## src/hdl/rm5_pkg.sv

```systemverilog
`timescale 1ns / 1ps
// Shared types and constants for the two-channel recursive median filter.
package rm5_pkg;

	localparam int STAMP_BITS  = 32;
	localparam int SAMPLE_BITS = 16;
	localparam int ITEM_BITS   = STAMP_BITS + 2 * SAMPLE_BITS;

	typedef logic signed [SAMPLE_BITS-1:0] sample_t;
	typedef logic [STAMP_BITS-1:0]         stamp_t;

	// Packed with stamp in the low bits, then channel a, then channel b.
	typedef struct packed {
		sample_t b;
		sample_t a;
		stamp_t  stamp;
	} item_t;

	// Per-cell control from the sequencer.
	typedef struct packed {
		logic adv;    // register updates this cycle
		logic load;   // cell takes the incoming sample
		logic shift;  // cell takes its right neighbor's value
	} cell_ctl_t;

endpackage

```

## src/hdl/rm5_cell.sv

```systemverilog
`timescale 1ns / 1ps
// One window slot: holds a pending sample pair and its stamp, shifts toward the head.
module rm5_cell (
	input  logic              clk,
	input  rm5_pkg::cell_ctl_t ctl,
	input  rm5_pkg::item_t    din,
	input  rm5_pkg::item_t    right,
	output rm5_pkg::item_t    eff
);
	import rm5_pkg::*;

	item_t slot_q;

	// Value seen by the window this cycle; padding slots pick up the new sample.
	assign eff = ctl.load ? din : slot_q;

	always_ff @(posedge clk) begin
		if (ctl.adv) begin
			slot_q <= ctl.shift ? right : eff;
		end
	end

endmodule

```

## src/hdl/rm5_median.sv

```systemverilog
`timescale 1ns / 1ps
// Median selector over an odd-sized window by rank counting.
module rm5_median #(
	parameter int SPAN = 5
) (
	input  rm5_pkg::sample_t win [SPAN],
	output rm5_pkg::sample_t med
);
	import rm5_pkg::*;

	localparam int RANK_W = $clog2(SPAN);
	localparam int MID    = SPAN / 2;

	logic [RANK_W-1:0] rank [SPAN];

	// Ties break on position, so the ranks form a permutation.
	always_comb begin
		for (int i = 0; i < SPAN; i++) begin
			rank[i] = '0;
			for (int j = 0; j < SPAN; j++) begin
				if (j != i && (win[j] < win[i] || (win[j] == win[i] && j < i))) begin
					rank[i] = rank[i] + RANK_W'(1);
				end
			end
		end
	end

	always_comb begin
		med = '0;
		for (int i = 0; i < SPAN; i++) begin
			if (rank[i] == RANK_W'(MID)) begin
				med = med | win[i];
			end
		end
	end

endmodule

```

## src/hdl/recursive_median5_two_channel_top.sv

```systemverilog
`timescale 1ns / 1ps
// Two-channel recursive median filter, top level.
//
// s_axis carries one timestamped sample pair per transaction; tlast marks the
// final sample of a run. m_axis returns one filtered pair per transaction with
// the stamp of its own sample; tlast marks the last result of the run.
// Each channel gives y[m] = median(y[m-2], y[m-1], x[m], x[m+1], x[m+2]).
// Results run WINDOW/2 samples behind the input and leave in the cycle after the
// transaction that completes their window (registered output).
// Throughput is one sample per cycle while no flush runs and the receiver keeps
// up; the median network and the feedback of past outputs close combinationally
// through a row of window slot cells. A tlast sample with f samples pending
// stalls the input while the f results flush, one per cycle unless m_axis stalls.
// When the receiver stalls, the output register holds and s_axis_tready drops
// until the pending result is taken.
// After reset no samples are pending; the first sample of a run also seeds the
// past outputs.
module recursive_median5_two_channel_top #(
	parameter int WINDOW = 5
) (
	input  logic                          clk,
	input  logic                          arst_n,
	input  logic                          s_axis_tvalid,
	output logic                          s_axis_tready,
	input  logic [rm5_pkg::ITEM_BITS-1:0] s_axis_tdata,  // stamp, sample_a, sample_b
	input  logic                          s_axis_tlast,  // end_of_run
	output logic                          m_axis_tvalid,
	input  logic                          m_axis_tready,
	output logic [rm5_pkg::ITEM_BITS-1:0] m_axis_tdata,  // out_stamp, filtered_a, filtered_b
	output logic                          m_axis_tlast   // final_output
);
	import rm5_pkg::*;

	localparam int HALF  = WINDOW / 2;
	localparam int SPAN  = 2 * HALF + 1;
	localparam int NCELL = HALF + 1;
	localparam int CNT_W = $clog2(HALF + 1);

	item_t            in_item;
	logic [CNT_W-1:0] fill_q;
	logic [CNT_W-1:0] flush_cnt_q;
	logic             busy;
	logic             out_free;
	logic             acc;
	logic             flush_step;
	logic             full;
	logic             emit;
	logic             last_res;
	logic             adv;
	logic             seed;

	item_t            eff  [NCELL];
	sample_t          past_a_q [HALF];
	sample_t          past_b_q [HALF];
	sample_t          eff_past_a [HALF];
	sample_t          eff_past_b [HALF];
	sample_t          win_a [SPAN];
	sample_t          win_b [SPAN];
	sample_t          y_a;
	sample_t          y_b;

	logic             m_valid_q;
	item_t            m_data_q;
	logic             m_last_q;

	assign in_item = item_t'(s_axis_tdata);

	assign busy          = flush_cnt_q != '0;
	assign out_free      = !m_valid_q || m_axis_tready;
	assign s_axis_tready = !busy && out_free;
	assign acc           = s_axis_tvalid && s_axis_tready;
	assign flush_step    = busy && out_free;
	assign full          = fill_q == CNT_W'(HALF);
	assign emit          = (acc && (full || s_axis_tlast)) || flush_step;
	assign last_res      = (acc && s_axis_tlast && fill_q == '0)
		|| (flush_step && flush_cnt_q == CNT_W'(1));
	assign adv           = acc || flush_step;
	assign seed          = acc && fill_q == '0;

	// Raw window slots
	for (genvar i = 0; i < NCELL; i++) begin : g_cell
		cell_ctl_t ctl;
		assign ctl.adv   = adv;
		assign ctl.load  = acc && (CNT_W'(i) >= fill_q);
		assign ctl.shift = emit;

		rm5_cell u_cell (
			.clk   (clk),
			.ctl   (ctl),
			.din   (in_item),
			.right ((i == NCELL - 1) ? eff[i] : eff[(i + 1) % NCELL]),
			.eff   (eff[i])
		);

		assign win_a[HALF + i] = eff[i].a;
		assign win_b[HALF + i] = eff[i].b;
	end

	// Past outputs, oldest first
	for (genvar k = 0; k < HALF; k++) begin : g_past
		assign eff_past_a[k] = seed ? in_item.a : past_a_q[k];
		assign eff_past_b[k] = seed ? in_item.b : past_b_q[k];
		assign win_a[k]      = eff_past_a[k];
		assign win_b[k]      = eff_past_b[k];

		always_ff @(posedge clk) begin
			if (adv) begin
				if (!emit) begin
					past_a_q[k] <= eff_past_a[k];
					past_b_q[k] <= eff_past_b[k];
				end else if (k == HALF - 1) begin
					past_a_q[k] <= y_a;
					past_b_q[k] <= y_b;
				end else begin
					past_a_q[k] <= eff_past_a[(k + 1) % HALF];
					past_b_q[k] <= eff_past_b[(k + 1) % HALF];
				end
			end
		end
	end

	rm5_median #(.SPAN(SPAN)) u_med_a (
		.win (win_a),
		.med (y_a)
	);

	rm5_median #(.SPAN(SPAN)) u_med_b (
		.win (win_b),
		.med (y_b)
	);

	always_ff @(posedge clk or negedge arst_n) begin
		if (!arst_n) begin
			fill_q      <= '0;
			flush_cnt_q <= '0;
		end else begin
			if (acc) begin
				if (s_axis_tlast) begin
					fill_q      <= '0;
					flush_cnt_q <= fill_q;
				end else if (!full) begin
					fill_q <= fill_q + CNT_W'(1);
				end
			end else if (flush_step) begin
				flush_cnt_q <= flush_cnt_q - CNT_W'(1);
			end
		end
	end

	always_ff @(posedge clk or negedge arst_n) begin
		if (!arst_n) begin
			m_valid_q <= 1'b0;
		end else if (emit) begin
			m_valid_q <= 1'b1;
		end else if (m_axis_tready) begin
			m_valid_q <= 1'b0;
		end
	end

	always_ff @(posedge clk) begin
		if (emit) begin
			m_data_q.stamp <= eff[0].stamp;
			m_data_q.a     <= y_a;
			m_data_q.b     <= y_b;
			m_last_q       <= last_res;
		end
	end

	assign m_axis_tvalid = m_valid_q;
	assign m_axis_tdata  = m_data_q;
	assign m_axis_tlast  = m_last_q;

endmodule
```

## config.mk

```make
export PLATFORM = sky130hd
export DESIGN_NAME = recursive_median5_two_channel_top
export DESIGN_NICKNAME = d
export VERILOG_FILES = /design/src/hdl/rm5_pkg.sv /design/src/hdl/rm5_cell.sv /design/src/hdl/rm5_median.sv /design/src/hdl/recursive_median5_two_channel_top.sv
export SDC_FILE = /design/constraint.sdc
export NUM_CORES = 1
export LEC_CHECK = 0
export BUFFER_PORTS_ARGS = -buffer_cell sky130_fd_sc_hd__buf_2
export CAP_MARGIN = 10
export CORE_MARGIN = 8
export CORE_UTILIZATION = 45
export CTS_BUF_LIST = sky130_fd_sc_hd__clkbuf_8
export CTS_CLUSTER_DIAMETER = 60
export DETAILED_ROUTE_END_ITERATION = 8
export GPL_ROUTABILITY_DRIVEN = 1
export SYNTH_ARGS = -nofsm -noshare
export SYNTH_HDL_FRONTEND = slang
export SYNTH_HIERARCHICAL = 1
export SYNTH_SLANG_ARGS = --single-unit
```

## constraint.sdc

```tcl
create_clock -name clk -period 14.4 [get_ports clk]
set_input_delay 0.72 -clock clk [delete_from_list [all_inputs] [get_ports clk]]
set_output_delay 0.72 -clock clk [all_outputs]
set_load 0.05 [all_outputs]
```

==> flow_summary.toml <==
[outcome]
status = "finished clean"

[routing]
routed_via_density = 6.21
antenna_left = 0
wl_um = 87800
drc = 0
drtIter0Drc = 1820
first_pass_iters = 7
vias = 21500
wire_per_inst_um = 25.4

[floorplan]
rows = 91
dieArea_mm2 = 0.0704
die_w_um = 265
die_h_um = 265
start_util = 0.454
pin_count = 136
core_mm2 = 0.0616

[final_layout]
nets = 2994
layout_common_cells = "ha_1 (352), edfxtp_1 (321), inv_1 (239)"
final_common_cell = "ha_1"
fillers = 5602
design_area_mm2 = 0.0304
final_layout_size_suffix_gt1_frac = 0.269
synthToLayoutAreaGrowth_pct = 8.45

[sta]
slew-limit-headroom = 0.227
worst_slew_pin_slew_ns = 1.16
fmax_ghz = 0.0997
finalCritPeriodShare = 0.696
fin_tns_setup_ns = 0
period_minus_slack_ns = 10.03
setup_viol = 0
finalHoldViolCount = 0
rsz0062_at_grt = "false"
clock-skew-final_ns = 0.0479
worst_slack_ns = 4.37
drv_slew = 0

[global_routing]
first_global_vias = 22000
grt_max_degree = 171
antenna_found_initial = 2
grt_usage = 0.242
overflow = 0
grt_first_pass_wirelength_um = 134000

[synthesis]
syn_area_mm2 = 0.0280
async_flop_share = 0.0153
postSynthAreaPerCell_um2 = 11.3
synth-seq-cells = 326
ys_seq_area_frac = 0.349
synth_cells = 2472
syn-num-nets = 2893
synth_ff_type = "edfxtp_1"
yosys_warnings = 6
synth.distinct_cells = 99
synth_edf_count = 321

[clock_tree]
clk_pin_slew_worst_paths_ns = 0.06
cts_max_path_buffers = 3
cts_resized = 0
cts_setup_buffers = 0
insertion_delay_ns = 0.67
cts_inserted_buffers = 66
cts.sinks = 326
clockRootBuffer = "clkbuf_8"
cts_tree = "done"
htree_levels = 3

[placement]
port_buffers = 135
pre_cts_ws_ns = 4.10
gp_congestion = 1.01
placedInstanceArea_mm2 = 0.0290
place_hpwl_um = 62600

[setup_path]
worst_path_most_repeated_cell = "ha_1"
worstPathMaxFanout = 51
path_class = "reg2reg"
cp_data_required_time_ns = 14.77
arrival_ns = 10.40
max_stage_delay_ns = 0.89
cp-end-kind = "flop"
crit_slowest_cell = "buf_4"
cp-start-kind = "flop"

[job]
timing.max_cap.violations = 0

[hold_path]
hp-class = "in2reg"
-- Yosys cell counts, types with 11 or more instances --
| cell | n | area [µm²] |
|---|---|---|
| clkbuf_1 | 29 | 109 |
| inv_1 | 226 | 848 |
| buf_4 | 16 | 120 |
| mux2_2 | 211 | 2380 |
| buf_12 | 18 | 360 |
| a2111oi_0 | 11 | 96.3 |
| buf_2 | 52 | 260 |
| nor2b_1 | 25 | 156 |
| edfxtp_1 | 321 | 9640 |
| o31ai_1 | 68 | 510 |
| nor4_1 | 73 | 457 |
| o21ai_0 | 50 | 250 |
| a31oi_1 | 68 | 425 |
| a22oi_1 | 16 | 120 |
| o32ai_2 | 11 | 179 |
| o211ai_1 | 54 | 405 |
| o21ai_1 | 16 | 80.1 |
| nand2_1 | 97 | 364 |
| a21o_1 | 32 | 240 |
| nand3_1 | 39 | 195 |
| nor2_1 | 32 | 120 |
| a211oi_1 | 13 | 97.6 |
| a22o_1 | 16 | 140 |
| mux2_4 | 181 | 2720 |
| o22a_1 | 16 | 140 |
| ha_1 | 352 | 4400 |
| nand4_1 | 97 | 607 |
| a211o_1 | 23 | 201 |
| a21oi_1 | 116 | 581 |
-- kinds of logic (layout without fill, tap and decap cells) --
logic type / count (synthesis) / in the layout / synth area share
muxes: 400 / 400 / 0.185
other: 0 / 2 / 0
xor gates and xnor gates: 10 / 10 / 0.00313
AOI/OAI and AO/OA: 588 / 588 / 0.152
DFF: 326 / 326 / 0.349
buffers and inverters: 364 / 515 / 0.0660
adders and majority gates: 352 / 352 / 0.157
and+or+nand+nor: 432 / 432 / 0.0878
-- layout make-up --
| type | count | area, µm² | share of cell area |
|---|---|---|---|
| multi-input cells | 1782 | 16400 | 0.541 |
| flip-flops and latches | 326 | 9760 | 0.322 |
| well taps | 837 | 1050 | 0.0345 |
| clock buffers | 72 | 991 | 0.0326 |
| repair buffers | 163 | 908 | 0.0299 |
| inverters | 234 | 888 | 0.0293 |
| clock inverters | 46 | 320 | 0.0106 |
| diodes | 2 | 5.00 | 0.000165 |
-- final timing paths --
path / from / to / slack [ns] / cells after the start
max in group asynchronous: arst_n / flush_cnt_q[0]$_DFFE_PN0P_ / 13.79 / 2
worst min register to register: g_cell[0].u_cell/slot_q[2]$_DFFE_PP_ / m_axis_tdata[2]$_DFFE_PP_ / 0.56 / 1
worst max register to register: flush_cnt_q[0]$_DFFE_PN0P_ / past_a_q[1][8]$_DFFE_PP_ / 4.37 / 27
min in group asynchronous: arst_n / flush_cnt_q[1]$_DFFE_PN0P_ / 0.47 / 2
worst min-delay path: s_axis_tdata[16] / m_axis_tdata[16]$_DFFE_PP_ / 0.44 / 2
worst max-delay path: flush_cnt_q[0]$_DFFE_PN0P_ / past_a_q[1][8]$_DFFE_PP_ / 4.37 / 27
-- layer usage --
layer  GRT usage  part of all wire  vias up  routed length [µm]
met3      0.0383             0.061      184                5330
met5           0                 0        -                   0
met1       0.315              0.42    10600               37000
met4      0.0926             0.039        0                3450
met2       0.403              0.48      837               42000
li1            -                 -     9926                   -
-- flip-flops by register name (all words and copies together) (netlist names) --
register              flops
m_axis_tvalid             1
m_axis_tdata             64
g_cell.u_cell/slot_q    192
flush_cnt_q               2
past_a_q                 32
fill_q                    2
past_b_q                 32
m_axis_tlast              1
-- repair_timing --
| item | 4_1_cts | 5_1_grt |
|---|---|---|
| hold buffers | 1 | 0 |
| setup endpoints to repair | 0 | 0 |
| hold endpoints to repair | 5 | 0 |
-- critical path, delay by kind of cell, from the launching register on --
| family | cells | cell delay, ns |
|---|---|---|
| compound gates | 11 | 3.26 |
| xor+xnor | 1 | 0.13 |
| fa+ha+maj | 4 | 1.37 |
| buf+inv | 7 | 2.75 |
| flops | 1 | 0.41 |
| simple gates | 4 | 1.73 |
-- metrics by stage --
| step | hold slack [ns] | util | cells |
|---|---|---|---|
| 6_report | 0.439 | 0.493 | 3462 |
| 5_1_grt | 0.404 | 0.493 | 3462 |
| 4_1_cts | 0.384 | 0.493 | 3459 |
| 3_5_place_dp | 0.545 | 0.471 | 3340 |
| 3_3_place_gp | 0.534 | 0.471 | 3340 |
| 2_1_floorplan | 0.424 | - | 2472 |
Power is not shown: default switching activity piles up to over one toggle a cycle in this logic, so the estimate is an artifact.
